[config.mk]
export PLATFORM = sky130hd
export DESIGN_NAME = playhead_transport_with_loop
export DESIGN_NICKNAME = d
export VERILOG_FILES = /design/src/rtl/pht_pkg.sv /design/src/rtl/pht_regs.sv /design/src/rtl/pht_dp.sv /design/src/rtl/pht_ctrl.sv /design/src/rtl/playhead_transport_with_loop.sv
export SDC_FILE = /design/constraint.sdc
export NUM_CORES = 2
export LEC_CHECK = 0
export BUFFER_PORTS_ARGS = -buffer_cell sky130_fd_sc_hd__buf_2
export CAP_MARGIN = 20
export CORE_MARGIN = 8
export CORE_UTILIZATION = 25
export DETAILED_ROUTE_END_ITERATION = 8
export GPL_TIMING_DRIVEN = 0
export PLACE_DENSITY = 0.43
export SETUP_SLACK_MARGIN = 0.15
export SYNTH_ARGS = -nofsm -noshare
export SYNTH_HDL_FRONTEND = slang
export SYNTH_HIERARCHICAL = 1
export SYNTH_SLANG_ARGS = --single-unit
[constraint.sdc]
create_clock -name clk -period 20.4 [get_ports clk]
set_input_delay 4.08 -clock clk [delete_from_list [all_inputs] [get_ports clk]]
set_output_delay 4.08 -clock clk [all_outputs]
set_load 0.05 [all_outputs]
[src/rtl/pht_pkg.sv]
`default_nettype none
package pht_pkg;

	localparam int TW = 48;
	localparam int FRAC_BITS_DEF = 20;
	localparam int AW = 6;

	localparam logic [TW-1:0] T_MAX = {1'b0, {(TW-1){1'b1}}};
	localparam logic [TW-1:0] T_MIN = {1'b1, {(TW-1){1'b0}}};

	localparam logic [2:0] REG_DURATION   = 3'd0;
	localparam logic [2:0] REG_LOOP_START = 3'd1;
	localparam logic [2:0] REG_LOOP_END   = 3'd2;
	localparam logic [2:0] REG_LOOP_EN    = 3'd3;
	localparam logic [2:0] REG_PLAY_RATE  = 3'd4;
	localparam logic [2:0] REG_OFFLINE    = 3'd5;
	localparam logic [2:0] REG_FRAME_NUM  = 3'd6;
	localparam logic [2:0] REG_FRAME_DEN  = 3'd7;

	localparam logic [3:0] OP_PLAY          = 4'd0;
	localparam logic [3:0] OP_PAUSE         = 4'd1;
	localparam logic [3:0] OP_TOGGLE        = 4'd2;
	localparam logic [3:0] OP_STOP          = 4'd3;
	localparam logic [3:0] OP_STOP_IN_PLACE = 4'd4;
	localparam logic [3:0] OP_TO_START      = 4'd5;
	localparam logic [3:0] OP_SEEK          = 4'd6;
	localparam logic [3:0] OP_SEEK_REL      = 4'd7;
	localparam logic [3:0] OP_SEEK_FRAME    = 4'd8;
	localparam logic [3:0] OP_STEP          = 4'd9;
	localparam logic [3:0] OP_ADVANCE       = 4'd10;
	localparam logic [3:0] OP_FOLLOW        = 4'd11;
	localparam logic [3:0] OP_OFFLINE_POS   = 4'd12;

	localparam logic [1:0] RUN_STOPPED = 2'd0;
	localparam logic [1:0] RUN_PLAYING = 2'd1;
	localparam logic [1:0] RUN_PAUSED  = 2'd2;

	localparam logic [3:0] CMD_NONE     = 4'd0;
	localparam logic [3:0] CMD_LOAD     = 4'd1;
	localparam logic [3:0] CMD_EXEC     = 4'd2;
	localparam logic [3:0] CMD_FMUL_LD  = 4'd3;
	localparam logic [3:0] CMD_FDIV_LD  = 4'd4;
	localparam logic [3:0] CMD_FFIN     = 4'd5;
	localparam logic [3:0] CMD_TMUL_LD  = 4'd6;
	localparam logic [3:0] CMD_TDIV_LD  = 4'd7;
	localparam logic [3:0] CMD_TFIN     = 4'd8;
	localparam logic [3:0] CMD_AMUL_LD  = 4'd9;
	localparam logic [3:0] CMD_WRAP     = 4'd10;
	localparam logic [3:0] CMD_MDIV_LD  = 4'd11;
	localparam logic [3:0] CMD_MFIN     = 4'd12;
	localparam logic [3:0] CMD_MUL_STEP = 4'd13;
	localparam logic [3:0] CMD_DIV_STEP = 4'd14;

	typedef struct packed {
		logic [3:0]           op;
		logic signed [TW-1:0] time_value;
		logic signed [31:0]   frame_value;
	} pht_in_t;

	typedef struct packed {
		logic [1:0]           play_state;
		logic signed [TW-1:0] position;
		logic signed [31:0]   frame_index;
		logic                 changed;
		logic                 looped;
		logic                 reached_end;
		logic [31:0]          revision;
		logic [31:0]          jump_count;
	} pht_out_t;

	typedef struct packed {
		logic [3:0] code;
	} pht_ctl_t;

	typedef struct packed {
		logic mul_done;
		logic div_done;
		logic is_step;
		logic is_sfrm;
		logic go_adv;
		logic go_fol;
		logic wrap_loop;
	} pht_sts_t;

endpackage
`default_nettype wire

[src/rtl/pht_regs.sv]
`default_nettype none
module pht_regs (
	input  logic                    clk,
	input  logic                    arst_n,
	input  logic                    psel,
	input  logic                    penable,
	input  logic                    pwrite,
	input  logic [pht_pkg::AW-1:0]  paddr,
	input  logic [63:0]             pwdata,
	output logic [63:0]             prdata,
	output logic                    pready,
	output logic [pht_pkg::TW-2:0]  dur,
	output logic [pht_pkg::TW-2:0]  ls,
	output logic [pht_pkg::TW-2:0]  le,
	output logic                    len,
	output logic [12:0]             rate,
	output logic                    off,
	output logic [23:0]             num,
	output logic [15:0]             den
);
	import pht_pkg::*;

	localparam int TM = TW - 1;

	logic [TM-1:0] dur_q, ls_q, le_q;
	logic          len_q, off_q;
	logic [12:0]   rate_q;
	logic [23:0]   num_q;
	logic [15:0]   den_q;
	logic [2:0]    idx;
	logic          wr;

	assign idx    = paddr[AW-1:3];
	assign wr     = psel && penable && pwrite;
	assign pready = 1'b1;

	always_ff @(posedge clk or negedge arst_n) begin
		if (!arst_n) begin
			dur_q  <= '0;
			ls_q   <= '0;
			le_q   <= '0;
			len_q  <= 1'b0;
			rate_q <= 13'd256;
			off_q  <= 1'b0;
			num_q  <= 24'd60;
			den_q  <= 16'd1;
		end else if (wr) begin
			case (idx)
				REG_DURATION:   dur_q  <= pwdata[TM-1:0];
				REG_LOOP_START: ls_q   <= pwdata[TM-1:0];
				REG_LOOP_END:   le_q   <= pwdata[TM-1:0];
				REG_LOOP_EN:    len_q  <= pwdata[0];
				REG_PLAY_RATE:  rate_q <= pwdata[12:0];
				REG_OFFLINE:    off_q  <= pwdata[0];
				REG_FRAME_NUM: begin
					if (pwdata[23:0] != '0) num_q <= pwdata[23:0];
				end
				REG_FRAME_DEN: begin
					if (pwdata[15:0] != '0) den_q <= pwdata[15:0];
				end
				default: ;
			endcase
		end
	end

	always_comb begin
		case (idx)
			REG_DURATION:   prdata = 64'(dur_q);
			REG_LOOP_START: prdata = 64'(ls_q);
			REG_LOOP_END:   prdata = 64'(le_q);
			REG_LOOP_EN:    prdata = 64'(len_q);
			REG_PLAY_RATE:  prdata = 64'(rate_q);
			REG_OFFLINE:    prdata = 64'(off_q);
			REG_FRAME_NUM:  prdata = 64'(num_q);
			REG_FRAME_DEN:  prdata = 64'(den_q);
			default:        prdata = '0;
		endcase
	end

	assign dur  = dur_q;
	assign ls   = ls_q;
	assign le   = le_q;
	assign len  = len_q;
	assign rate = rate_q;
	assign off  = off_q;
	assign num  = num_q;
	assign den  = den_q;

endmodule
`default_nettype wire

[src/rtl/pht_dp.sv]
`default_nettype none
module pht_dp #(
	parameter int FRAC_BITS = pht_pkg::FRAC_BITS_DEF
) (
	input  logic                    clk,
	input  logic                    arst_n,
	input  pht_pkg::pht_ctl_t       ctl,
	output pht_pkg::pht_sts_t       sts,
	input  pht_pkg::pht_in_t        req,
	output pht_pkg::pht_out_t       res,
	input  logic [pht_pkg::TW-2:0]  dur,
	input  logic [pht_pkg::TW-2:0]  ls,
	input  logic [pht_pkg::TW-2:0]  le,
	input  logic                    len,
	input  logic [12:0]             rate,
	input  logic                    off,
	input  logic [23:0]             num,
	input  logic [15:0]             den
);
	import pht_pkg::*;

	localparam int TM = TW - 1;
	localparam int W  = (TW + 24 > 49 + FRAC_BITS) ? TW + 24 : 49 + FRAC_BITS;
	localparam int DW = (TW > 24) ? TW : 24;
	localparam int CW = $clog2(W + 1);

	function automatic logic [TW-1:0] sat_add(input logic [TW-1:0] a, input logic [TW-1:0] b);
		logic [TW:0] s;
		s = {a[TW-1], a} + {b[TW-1], b};
		if (s[TW] != s[TW-1]) return s[TW] ? T_MIN : T_MAX;
		return s[TW-1:0];
	endfunction

	function automatic logic [TW-1:0] clamp_rng(input logic [TW-1:0] x, input logic offm,
		input logic [TM-1:0] d);
		if (offm) return x;
		if (x[TW-1]) return '0;
		if (d != '0 && x[TM-1:0] > d) return {1'b0, d};
		return x;
	endfunction

	logic [1:0]    run_q;
	logic [TW-1:0] pos_q;
	logic [31:0]   rev_q, jmp_q;

	logic [3:0]    op_q;
	logic [TW-1:0] t_q, cand_q;
	logic [31:0]   fv_q, frame_q, rev0_q;
	logic          looped_q, ended_q, neg_q, flo_q;
	logic [W-1:0]  acc_q, mc_q, dvd_q;
	logic [23:0]   mp_q;
	logic [DW-1:0] rem_q, dsr_q;
	logic [CW-1:0] cnt_q;

	logic [TM-1:0] lo0, hi0, lo, hi, endp;
	logic          usable, pos_neg, pos_ge_end, cand_neg, wrap_loop, end_hit;
	logic          f_rnz, q_big, t_big, t_all, is_step;
	logic [TW-1:0] home, pos_mag, rel_sum, delta, cand, wrap_y, tick_res;
	logic [TW-1:0] seek_src, seek_y, mod_y;
	logic [31:0]   frame_res;
	logic [32:0]   f33, f_mag;
	logic [12:0]   rate_sat;
	logic [DW:0]   r_sh, r_sub;
	logic          r_ge;
	logic [DW-1:0] rem_next;

	always_comb begin
		lo0        = (ls < le) ? ls : le;
		hi0        = (ls < le) ? le : ls;
		lo         = (dur != '0 && lo0 > dur) ? dur : lo0;
		hi         = (dur != '0 && hi0 > dur) ? dur : hi0;
		usable     = len && (hi > lo);
		home       = usable ? {1'b0, lo} : '0;
		endp       = usable ? hi : dur;
		pos_neg    = pos_q[TW-1];
		pos_ge_end = (endp != '0) && !pos_neg && (pos_q[TM-1:0] >= endp);
		pos_mag    = pos_neg ? (~pos_q + TW'(1)) : pos_q;
		rel_sum    = sat_add(pos_q, t_q);
		delta      = (|acc_q[W-1:8+TM]) ? T_MAX : {1'b0, acc_q[8+TM-1:8]};
		cand       = (op_q == OP_ADVANCE) ? sat_add(pos_q, delta) : t_q;
		cand_neg   = cand[TW-1];
		wrap_loop  = usable && (pos_neg || pos_q[TM-1:0] < hi) && !cand_neg
			&& (cand[TM-1:0] >= hi);
		end_hit    = (dur != '0) && !cand_neg && (cand[TM-1:0] >= dur);
		wrap_y     = clamp_rng(end_hit ? {1'b0, dur} : cand, off, dur);

		f_rnz = (rem_q != '0) || flo_q;
		q_big = |dvd_q[W-1:31];
		if (!pos_neg) frame_res = q_big ? 32'h7fff_ffff : dvd_q[31:0];
		else frame_res = q_big ? 32'h8000_0000 : (~(dvd_q[31:0] + 32'(f_rnz)) + 32'd1);

		t_big = |dvd_q[W-1:TM];
		t_all = &dvd_q[TM-1:0];
		if (!neg_q) tick_res = (t_big || t_all) ? T_MAX : dvd_q[TW-1:0] + TW'(rem_q != '0);
		else tick_res = t_big ? T_MIN : (~dvd_q[TW-1:0] + TW'(1));

		seek_src = (ctl.code == CMD_TFIN) ? tick_res : ((op_q == OP_SEEK_REL) ? rel_sum : t_q);
		seek_y   = clamp_rng(seek_src, off, dur);

		is_step = (op_q == OP_STEP);
		f33     = is_step ? ({frame_q[31], frame_q} + {fv_q[31], fv_q}) : {fv_q[31], fv_q};
		f_mag   = f33[32] ? (~f33 + 33'd1) : f33;

		if (rate < 13'd16) rate_sat = 13'd16;
		else if (rate > 13'd4096) rate_sat = 13'd4096;
		else rate_sat = rate;

		mod_y    = {1'b0, lo} + rem_q[TW-1:0];
		r_sh     = {rem_q, dvd_q[W-1]};
		r_ge     = r_sh >= {1'b0, dsr_q};
		r_sub    = r_sh - {1'b0, dsr_q};
		rem_next = r_ge ? r_sub[DW-1:0] : r_sh[DW-1:0];
	end

	always_ff @(posedge clk or negedge arst_n) begin
		if (!arst_n) begin
			run_q <= RUN_STOPPED;
			pos_q <= '0;
			rev_q <= '0;
			jmp_q <= '0;
		end else begin
			case (ctl.code)
				CMD_EXEC: begin
					case (op_q)
						OP_PLAY: begin
							if (run_q != RUN_PLAYING) begin
								if (pos_ge_end) pos_q <= home;
								run_q <= RUN_PLAYING;
								rev_q <= rev_q + 32'd1;
							end
						end
						OP_PAUSE: begin
							if (run_q == RUN_PLAYING) begin
								run_q <= RUN_PAUSED;
								rev_q <= rev_q + 32'd1;
							end
						end
						OP_TOGGLE: begin
							if (run_q == RUN_PLAYING) begin
								run_q <= RUN_PAUSED;
							end else begin
								if (pos_ge_end) pos_q <= home;
								run_q <= RUN_PLAYING;
							end
							rev_q <= rev_q + 32'd1;
						end
						OP_STOP: begin
							if (home != pos_q || run_q != RUN_STOPPED) begin
								run_q <= RUN_STOPPED;
								pos_q <= home;
								rev_q <= rev_q + 32'd1;
							end
						end
						OP_STOP_IN_PLACE: begin
							if (run_q != RUN_STOPPED) begin
								run_q <= RUN_STOPPED;
								rev_q <= rev_q + 32'd1;
							end
						end
						OP_TO_START: begin
							if (home != pos_q) begin
								pos_q <= home;
								rev_q <= rev_q + 32'd1;
							end
						end
						OP_SEEK, OP_SEEK_REL: begin
							if (seek_y != pos_q) begin
								pos_q <= seek_y;
								rev_q <= rev_q + 32'd1;
								jmp_q <= jmp_q + 32'd1;
							end
						end
						OP_OFFLINE_POS: begin
							if (t_q != pos_q) begin
								pos_q <= t_q;
								rev_q <= rev_q + 32'd1;
							end
						end
						default: ;
					endcase
				end
				CMD_TFIN: begin
					if (seek_y != pos_q) begin
						pos_q <= seek_y;
						rev_q <= rev_q + 32'd1;
						jmp_q <= jmp_q + 32'd1;
					end
				end
				CMD_WRAP: begin
					if (!wrap_loop) begin
						if (end_hit) run_q <= RUN_PAUSED;
						pos_q <= wrap_y;
						rev_q <= rev_q + 32'(end_hit) + 32'(wrap_y != pos_q);
					end
				end
				CMD_MFIN: begin
					if (mod_y != pos_q) begin
						pos_q <= mod_y;
						rev_q <= rev_q + 32'd1;
					end
				end
				default: ;
			endcase
		end
	end

	always_ff @(posedge clk) begin
		case (ctl.code)
			CMD_LOAD: begin
				op_q     <= req.op;
				t_q      <= req.time_value;
				fv_q     <= req.frame_value;
				rev0_q   <= rev_q;
				looped_q <= 1'b0;
				ended_q  <= 1'b0;
			end
			CMD_WRAP: begin
				cand_q <= cand;
				if (wrap_loop) looped_q <= 1'b1;
				else ended_q <= end_hit;
			end
			CMD_FMUL_LD: begin
				acc_q <= '0;
				mc_q  <= W'(pos_mag);
				mp_q  <= num;
			end
			CMD_TMUL_LD: begin
				acc_q <= '0;
				mc_q  <= W'(f_mag);
				mp_q  <= 24'(den);
				neg_q <= f33[32];
			end
			CMD_AMUL_LD: begin
				acc_q <= '0;
				mc_q  <= W'(t_q);
				mp_q  <= 24'(rate_sat);
			end
			CMD_MUL_STEP: begin
				if (mp_q[0]) acc_q <= acc_q + mc_q;
				mc_q <= mc_q << 1;
				mp_q <= mp_q >> 1;
			end
			CMD_FDIV_LD: begin
				dvd_q <= acc_q >> FRAC_BITS;
				flo_q <= |acc_q[FRAC_BITS-1:0];
				dsr_q <= DW'(den);
				rem_q <= '0;
				cnt_q <= CW'(W);
			end
			CMD_TDIV_LD: begin
				dvd_q <= acc_q << FRAC_BITS;
				flo_q <= 1'b0;
				dsr_q <= DW'(num);
				rem_q <= '0;
				cnt_q <= CW'(W);
			end
			CMD_MDIV_LD: begin
				dvd_q <= W'(cand_q - {1'b0, lo});
				flo_q <= 1'b0;
				dsr_q <= DW'(hi - lo);
				rem_q <= '0;
				cnt_q <= CW'(W);
			end
			CMD_DIV_STEP: begin
				rem_q <= rem_next;
				dvd_q <= {dvd_q[W-2:0], r_ge};
				cnt_q <= cnt_q - CW'(1);
			end
			CMD_FFIN: frame_q <= frame_res;
			default: ;
		endcase
	end

	always_comb begin
		sts.mul_done  = (mp_q == '0);
		sts.div_done  = (cnt_q == '0);
		sts.is_step   = is_step;
		sts.is_sfrm   = (op_q == OP_SEEK_FRAME);
		sts.go_adv    = (op_q == OP_ADVANCE) && (run_q == RUN_PLAYING) && !off
			&& !t_q[TW-1] && (t_q != '0);
		sts.go_fol    = (op_q == OP_FOLLOW) && (run_q == RUN_PLAYING) && !off;
		sts.wrap_loop = wrap_loop;
	end

	always_comb begin
		res.play_state  = run_q;
		res.position    = pos_q;
		res.frame_index = frame_q;
		res.changed     = (rev_q != rev0_q);
		res.looped      = looped_q;
		res.reached_end = ended_q;
		res.revision    = rev_q;
		res.jump_count  = jmp_q;
	end

endmodule
`default_nettype wire

[src/rtl/pht_ctrl.sv]
`default_nettype none
module pht_ctrl (
	input  logic              clk,
	input  logic              arst_n,
	input  logic              cmd_valid,
	output logic              cmd_ready,
	output logic              res_valid,
	input  logic              res_ready,
	output pht_pkg::pht_ctl_t ctl,
	input  pht_pkg::pht_sts_t sts
);
	import pht_pkg::*;

	localparam logic [3:0] ST_IDLE = 4'd0;
	localparam logic [3:0] ST_EXEC = 4'd1;
	localparam logic [3:0] ST_FMUL = 4'd2;
	localparam logic [3:0] ST_FDIV = 4'd3;
	localparam logic [3:0] ST_FFIN = 4'd4;
	localparam logic [3:0] ST_TMUL = 4'd5;
	localparam logic [3:0] ST_TDIV = 4'd6;
	localparam logic [3:0] ST_TFIN = 4'd7;
	localparam logic [3:0] ST_AMUL = 4'd8;
	localparam logic [3:0] ST_WRAP = 4'd9;
	localparam logic [3:0] ST_MDIV = 4'd10;
	localparam logic [3:0] ST_MFIN = 4'd11;
	localparam logic [3:0] ST_OUT  = 4'd12;

	logic [3:0] st_q, st_n;
	logic       busy_q, busy_n, seek_q, seek_n;

	always_comb begin
		st_n     = st_q;
		busy_n   = busy_q;
		seek_n   = seek_q;
		ctl.code = CMD_NONE;
		case (st_q)
			ST_IDLE: begin
				if (cmd_valid) begin
					ctl.code = CMD_LOAD;
					seek_n   = 1'b0;
					st_n     = ST_EXEC;
				end
			end
			ST_EXEC: begin
				ctl.code = CMD_EXEC;
				if (sts.go_adv) st_n = ST_AMUL;
				else if (sts.go_fol) st_n = ST_WRAP;
				else if (sts.is_sfrm) st_n = ST_TMUL;
				else st_n = ST_FMUL;
			end
			ST_FMUL, ST_TMUL, ST_AMUL: begin
				if (!busy_q) begin
					ctl.code = (st_q == ST_FMUL) ? CMD_FMUL_LD :
						((st_q == ST_TMUL) ? CMD_TMUL_LD : CMD_AMUL_LD);
					busy_n = 1'b1;
				end else if (sts.mul_done) begin
					busy_n = 1'b0;
					st_n   = (st_q == ST_FMUL) ? ST_FDIV :
						((st_q == ST_TMUL) ? ST_TDIV : ST_WRAP);
				end else begin
					ctl.code = CMD_MUL_STEP;
				end
			end
			ST_FDIV, ST_TDIV, ST_MDIV: begin
				if (!busy_q) begin
					ctl.code = (st_q == ST_FDIV) ? CMD_FDIV_LD :
						((st_q == ST_TDIV) ? CMD_TDIV_LD : CMD_MDIV_LD);
					busy_n = 1'b1;
				end else if (sts.div_done) begin
					busy_n = 1'b0;
					st_n   = (st_q == ST_FDIV) ? ST_FFIN :
						((st_q == ST_TDIV) ? ST_TFIN : ST_MFIN);
				end else begin
					ctl.code = CMD_DIV_STEP;
				end
			end
			ST_FFIN: begin
				ctl.code = CMD_FFIN;
				st_n     = (sts.is_step && !seek_q) ? ST_TMUL : ST_OUT;
			end
			ST_TFIN: begin
				ctl.code = CMD_TFIN;
				seek_n   = 1'b1;
				st_n     = ST_FMUL;
			end
			ST_WRAP: begin
				ctl.code = CMD_WRAP;
				st_n     = sts.wrap_loop ? ST_MDIV : ST_FMUL;
			end
			ST_MFIN: begin
				ctl.code = CMD_MFIN;
				st_n     = ST_FMUL;
			end
			ST_OUT: begin
				if (res_ready) st_n = ST_IDLE;
			end
			default: st_n = ST_IDLE;
		endcase
	end

	assign cmd_ready = (st_q == ST_IDLE);
	assign res_valid = (st_q == ST_OUT);

	always_ff @(posedge clk or negedge arst_n) begin
		if (!arst_n) begin
			st_q   <= ST_IDLE;
			busy_q <= 1'b0;
			seek_q <= 1'b0;
		end else begin
			st_q   <= st_n;
			busy_q <= busy_n;
			seek_q <= seek_n;
		end
	end

`ifndef SYNTHESIS
	a_ready_result: assert property (@(posedge clk) disable iff (!arst_n)
		!(cmd_ready && res_valid)) else $error("request taken while a result is pending");
	a_load_exec: assert property (@(posedge clk) disable iff (!arst_n)
		(cmd_valid && cmd_ready) |=> (st_q == ST_EXEC)) else $error("request not executed");
	a_busy_engine: assert property (@(posedge clk) disable iff (!arst_n)
		busy_q |-> (st_q == ST_FMUL || st_q == ST_TMUL || st_q == ST_AMUL ||
		st_q == ST_FDIV || st_q == ST_TDIV || st_q == ST_MDIV))
		else $error("engine busy outside an engine state");
	a_seek_mark: assert property (@(posedge clk) disable iff (!arst_n)
		(st_q == ST_TFIN) |=> seek_q) else $error("frame seek not marked done");
`endif

endmodule
`default_nettype wire

[src/rtl/playhead_transport_with_loop.sv]
`default_nettype none
// Media playhead transport with loop.
// Requests arrive on the cmd channel (valid/ready) carrying an op code, a time value in
// ticks of 2^-FRAC_BITS seconds and a frame value. Each request yields exactly one result
// on the res channel (valid/ready) with the play state, position, frame index, flags and
// the change and jump counters after the request.
// Set-up registers sit on the APB port at byte address 8*i; write them only while idle.
// Requests are handled one at a time. A request is taken in the idle state and executed,
// then the frame index is computed by a shift-add multiplier and a restoring divider of
// one quotient bit per cycle over a W-bit dividend, W = max(TW+24, 49+FRAC_BITS).
// A frame seek adds one more multiply and divide, a frame step two, an advance one
// multiply, and a loop wrap one divide, so the worst case is a frame step.
// The result is held in registers until res_ready; while it waits no request is taken.
// Reset puts the playhead at zero, stopped, with both counters cleared and the registers
// at their reset values.
module playhead_transport_with_loop #(
	parameter int FRAC_BITS = pht_pkg::FRAC_BITS_DEF
) (
	input  logic                   clk,
	input  logic                   arst_n,
	input  logic                   psel,
	input  logic                   penable,
	input  logic                   pwrite,
	input  logic [pht_pkg::AW-1:0] paddr,
	input  logic [63:0]            pwdata,
	output logic [63:0]            prdata,
	output logic                   pready,
	input  logic                   cmd_valid,
	output logic                   cmd_ready,
	input  pht_pkg::pht_in_t       cmd,
	output logic                   res_valid,
	input  logic                   res_ready,
	output pht_pkg::pht_out_t      res
);
	import pht_pkg::*;

	logic [TW-2:0] dur, ls, le;
	logic          len, off;
	logic [12:0]   rate;
	logic [23:0]   num;
	logic [15:0]   den;
	pht_ctl_t      ctl;
	pht_sts_t      sts;

	pht_regs u_regs (
		.clk(clk), .arst_n(arst_n), .psel(psel), .penable(penable), .pwrite(pwrite),
		.paddr(paddr), .pwdata(pwdata), .prdata(prdata), .pready(pready),
		.dur(dur), .ls(ls), .le(le), .len(len), .rate(rate), .off(off),
		.num(num), .den(den)
	);

	pht_ctrl u_ctrl (
		.clk(clk), .arst_n(arst_n), .cmd_valid(cmd_valid), .cmd_ready(cmd_ready),
		.res_valid(res_valid), .res_ready(res_ready), .ctl(ctl), .sts(sts)
	);

	pht_dp #(.FRAC_BITS(FRAC_BITS)) u_dp (
		.clk(clk), .arst_n(arst_n), .ctl(ctl), .sts(sts), .req(cmd), .res(res),
		.dur(dur), .ls(ls), .le(le), .len(len), .rate(rate), .off(off),
		.num(num), .den(den)
	);

endmodule
`default_nettype wire
== After elaboration in Yosys (flattened, before gate mapping) ==
Index checks and enable logic that the tools add are counted.
Storage, ports and cells
  bits of input ports: 161
  logic and storage cells: 359
  output and inout port bits: 216
  register bits after elaboration: 859
Operators by class
  bitwise operators: 4
  mux-type cells: 131
  magnitude comparators: 13
  equal/unequal tests: 77
  reduce and logical (&&, ||, !) cells: 83
  $add $sub $neg: 19
Operators with widths (number)
  48-bit two-way mux: 36
  72-bit case mux with 4 select lines: 2
  64-bit case mux with 8 select lines: 1
  32-bit two-way mux: 14
  47-bit two-way mux: 7
  48-bit case mux with 6 select lines: 1
  32-bit case mux with 8 select lines: 1
  47-bit > comparator: 5
  48-bit inequality test: 4
  48-bit case mux with 4 select lines: 1
  48-bit case mux with 3 select lines: 1
  72-bit case mux with 2 select lines: 1
  47-bit greater-or-equal comparator: 3
  32-bit case mux with 4 select lines: 1
  48-bit by 48-bit adder with 49-bit output: 2
  32-bit by 1-bit adder with 32-bit output: 3
  32-bit by 1-bit adder with 32-bit output (second input constant): 3
  48-bit by 1-bit adder with 48-bit output (second input constant): 2
  48-bit inverter: 2
  24-bit case mux with 4 select lines: 1
  48-bit case mux with 2 select lines: 1
  48-bit nonzero test: 2
  47-bit less-than comparator: 2
  47-bit nonzero test: 2
  other kinds (70): 229

== Longest topological paths before layout ==
  depth after elaboration: 23
  depth in mapped cells: 69
  depth with buffers taken out: 64

== By module ==
The synthesis kept the hierarchy.
By module, submodules not included
  pht_dp: area an instance 78649.2 um^2, cells each 9853, sequential area each 19158.4 um^2, instances 1
  pht_regs: area an instance 9364.0 um^2, cells each 778, sequential area each 4912.2 um^2, instances 1
  pht_ctrl: area an instance 958.4 um^2, cells each 132, sequential area each 150.1 um^2, instances 1

== Worst setup path after synthesis ==
Ideal clock, no wire load.
  path kind: input port to flip-flop
  start point: in cmd_valid
  end point: reg u_dp.looped_q, enable pin
  stages: 9
  setup slack: 6.270 ns
  data required time: 20.071 ns
  arrival: 13.801 ns
  setup time: 0.329 ns
  path buffers: 2
  cells stage by stage: nor2b_1 a21oi_1 o22a_1 o21ai_1 clkbuf_1 nand2b_1 clkbuf_1 nor3_1 or2_2
RTL lines
  start, declared: RTL line playhead_transport_with_loop.sv:28  | input logic cmd_valid,
  end signal, assigned: RTL line pht_dp.sv:214  | looped_q <= 1'b0;
  end signal, assigned: RTL line pht_dp.sv:219  | if (wrap_loop) looped_q <= 1'b1;
  end, declared: RTL line pht_dp.sv:49  | logic looped_q, ended_q, neg_q, flo_q;

== Worst setup path after layout ==
  start point: reg u_regs.le_q[35] (netlist: u_regs/le[35])
  end point: reg u_dp.pos_q[36]
On the way
  word-level cells in the longest chain between the ends: 15
  elaborated cells on any way between the ends: 40
  classes of those cells: 1 x add/sub; 7 x order compare; 6 x eq/ne; 14 x mux; 12 x reduce/logical
RTL lines
  start, declared: RTL line pht_regs.sv:25  | logic [TM-1:0] dur_q, ls_q, le_q;
  start signal, assigned: RTL line pht_regs.sv:51  | REG_LOOP_END: le_q <= pwdata[TM-1:0];
  parallel branches: the longest is 15 deep, another holds 47-bit less-than comparator
  end signal, assigned: RTL line pht_dp.sv:127  | if (pos_ge_end) pos_q <= home;
  end signal, assigned: RTL line pht_dp.sv:142  | if (pos_ge_end) pos_q <= home;
  end signal, assigned: RTL line pht_dp.sv:150  | pos_q <= home;
  end, declared: RTL line pht_dp.sv:43  | logic [TW-1:0] pos_q;
Several ways; the timed one is not identified. The select of a mux whose other input is x is not followed.
A chain may end at the register's enable or synchronous reset.

==> reports/results.ini <==
[worst_setup_path]
r2r_cells = 57
critPathArrivalTime_ps = 20950
path_common_cell = a21oi_1
critPathLaunchType = flop
crit_slowest_cell = a21oi_1
cp.required_ps = 21170
path_class = reg -> reg
critPathMaxFanout = 11
critPathMaxStageDelay_ps = 910
crit_path_end_kind = flop

[route]
drtAntennaViolNets = 0
firstDrtPassIters = 9
post_drt_wl_per_cell_um = 42.6
first_iter_violations = 14900
drt-total-wl_um = 701000
via_per_inst = 6.19
drc_errors = 10
vias = 102000

[final_layout]
nFillCells = 38800
layout-drive-gt1-share = 0.121
post-route-util = 0.299
fin_nets = 12500
syn2layout_area_growth_pct = 19.4

[die]
initial_core_util = 0.251
ios = 377
fp.dieArea_mm2 = 0.375
rows = 219
die_h_um = 613
fp.dieW_um = 613
core_area_mm2 = 0.355

[cts]
htreeDepth = 3
cts.sinks = 859
ctsRootBufferMaster = clkbuf_16
cts_buffers = 118
clkSlewWorstSetupHoldPaths_ps = 60
cts_max_path_buffers = 4
clk_latency_ps = 970
hold_buffers = 0
cts_tree = yes

[synth]
synthArstFlopShare = 0.368
synth_cell_types = 118
synth-seq-area-share = 0.272
netlist_instances = 10800
ys_ff_latch = 859
syn_area_per_cell_um2 = 8.27
synthFlopType = edfxtp_1
synthesis.area_mm2 = 0.0890
ys_warn_count = 6
synth_edf_count = 543

[worst_hold_path]
hold_class = reg -> reg
hold_path_depth = 0

[global_routing]
grt_pass1_wl_um = 904000
overflow = 0
antenna_found_initial = 151
grt_usage = 0.355
grt_max_degree = 111
grt_pass1_vias = 93700

[timing]
tightest_slew_ps = 1610
setup_viol = 0
period_needed_ps = 20180
hold_slack_ps = 463
fin_ws_ps = 219
rsz0062_at_grt = no
clock_skew_ps = 125
timing.final.crit_share = 0.989
hold_violations = 0
max_slew_margin = -0.0746
maxSlewViolCount = 7
timing.setup.tns_ps = 0
maxClockFrequency_ghz = 0.0496

[power]
vdd_drop_max_uv = 120
p_clk_frac = 0.153
swShare = 0.563
switchingPower_uw = 8310
power.density_mw_per_mm2 = 139
comb_power_share = 0.681
internal_power_uw = 6440
power_frac_seq = 0.166
total_leakage_power_uw = 0.0435

[placement]
hpwl_um = 572000
place_ws_ps = -3070
port_buffers = 338
place_congestion = 1.06

[run_status]
violations = design-rule violations, max-slew violations
status = finished, violations left

[run]
maxCapViolCount = 0

==> through the flow <==
| stage | cell area, µm² | cells | total power [µW] |
|---|---|---|---|
| after floorplan | 89000 | 10800 | 7600 |
| after global placement | 96700 | 15900 | 11700 |
| after detailed placement | 102000 | 16100 | 11900 |
| after CTS | 106000 | 16300 | 14300 |
| after global routing | 106000 | 16400 | 15100 |
| final | 106000 | 16500 | 14800 |
==> layer usage <==
metal  vias up  wire length (µm)  GRT usage
met4        58             66100      0.281
met2      7018            278000      0.494
met1     50800            284000      0.459
met5         -               497    0.00243
li1      42100                 -          -
met3      1911             72700     0.0983
==> worst paths after layout <==
kind                                            start                    endpoint  slack (ps)
max                         u_regs/le[35]$_DFFE_PN0P_  u_dp/pos_q[36]$_DFFE_PN0P_         220
min                        u_dp/rev_q[14]$_DFFE_PN0P_   u_dp/rev0_q[14]$_DFFE_PP_         460
max reg2reg                 u_regs/le[35]$_DFFE_PN0P_  u_dp/pos_q[36]$_DFFE_PN0P_         220
min reg2reg                u_dp/rev_q[14]$_DFFE_PN0P_   u_dp/rev0_q[14]$_DFFE_PP_         460
max in group asynchronous                      arst_n   u_dp/run_q[1]$_DFFE_PN0P_       15730
min in group asynchronous                      arst_n   u_regs/ls[14]$_DFFE_PN0P_        3200
==> flip-flops by register name (all words and copies together), names as in the netlist, 47 cells and up <==
signal and cells:
u_dp/acc_q 72, u_dp/cand_q 48, u_dp/dsr_q 48, u_dp/dvd_q 72
u_dp/mc_q 72, u_dp/pos_q 48, u_dp/rem_q 48, u_dp/t_q 48
u_regs/dur 47, u_regs/le 47, u_regs/ls 47
==> power groups by stage <==
stage | Clock (µW) | Combinational (µW) | Sequential (µW)
2_1_floorplan | 0 | 5410 | 2190
3_3_place_gp | 0 | 9230 | 2470
3_5_place_dp | 0 | 9490 | 2450
4_1_cts | 2300 | 9540 | 2420
5_1_grt | 2340 | 10300 | 2440
6_report | 2250 | 10000 | 2450
==> critical path: cells and delay by family (launching register included) <==
family,cells,cell delay (ps)
muxes,2,1030
DFF,1,440
AOI/OAI and AO/OA,18,5630
adders and majority gates,4,1230
and+or+nand+nor,17,4710
buffers and inverters,16,6950
==> cell type report <==
class	count	area [µm²]	area share
diodes	115	288	0.00271
plain buffers	638	2800	0.0264
clock buffers	143	3240	0.0305
clock inverters	68	769	0.00724
inverters	549	2070	0.0195
multi-input cells	8733	60500	0.569
flip-flops and latches	859	24200	0.228
well taps	4751	5940	0.0559
repair buffers	606	6420	0.0604
==> cell families after synthesis <==
logic type | count (synthesis) | synth area share
mux | 438 | 0.0537
xor+xnor | 596 | 0.0598
simple gates | 3423 | 0.189
flops | 859 | 0.272
buf+inv | 1187 | 0.0538
compound gates | 3424 | 0.254
fa+ha+maj | 834 | 0.118
other cells | 2 | 0.0000844
==> placed cells by master, fill, tap and decap left out, drive strengths merged, types with 61 or more instances in the layout <==
cell / count
a21o: 357
nor2: 1027
nand3: 254
o211ai: 79
o21ai: 647
o22ai: 106
clkbuf: 625
o21bai: 61
nand4: 219
xnor2: 394
ha: 825
a222oi: 106
a31oi: 113
a211oi: 115
dfrtp: 310
xor2: 195
diode: 115
buf: 759
mux2: 257
a21oi: 990
o21a: 93
nor4: 181
o31ai: 68
nand2b: 172
or3: 66
and3: 95
nand2: 770
and2: 80
nor2b: 123
a221oi: 71
edfxtp: 543
mux2i: 175
a22oi: 99
inv: 550
nor3: 227
==> cell usage after synthesis, drive strengths merged, types with 219 or more instances <==
master     n  area, µm²
ha       825      10300
inv      542       2030
o21ai    647       3250
a21oi    990       4960
nor3     227       1160
nand2    770       2890
dfrtp    310       7760
nor2    1027       3870
nand4    219       1380
edfxtp   543      16300
a21o     357       2680
mux2     257       2890
nand3    254       1270
xnor2    394       3450
clkbuf   479       1800
==> what timing repair did <==
item,in CTS,in global routing
hold endpoints to repair,0,0
buffers inserted,3,0
setup endpoints to repair,47,49
gates resized for setup,22,27
pin swaps,0,1
No activity file was read; power rests on OpenSTA's default activity.
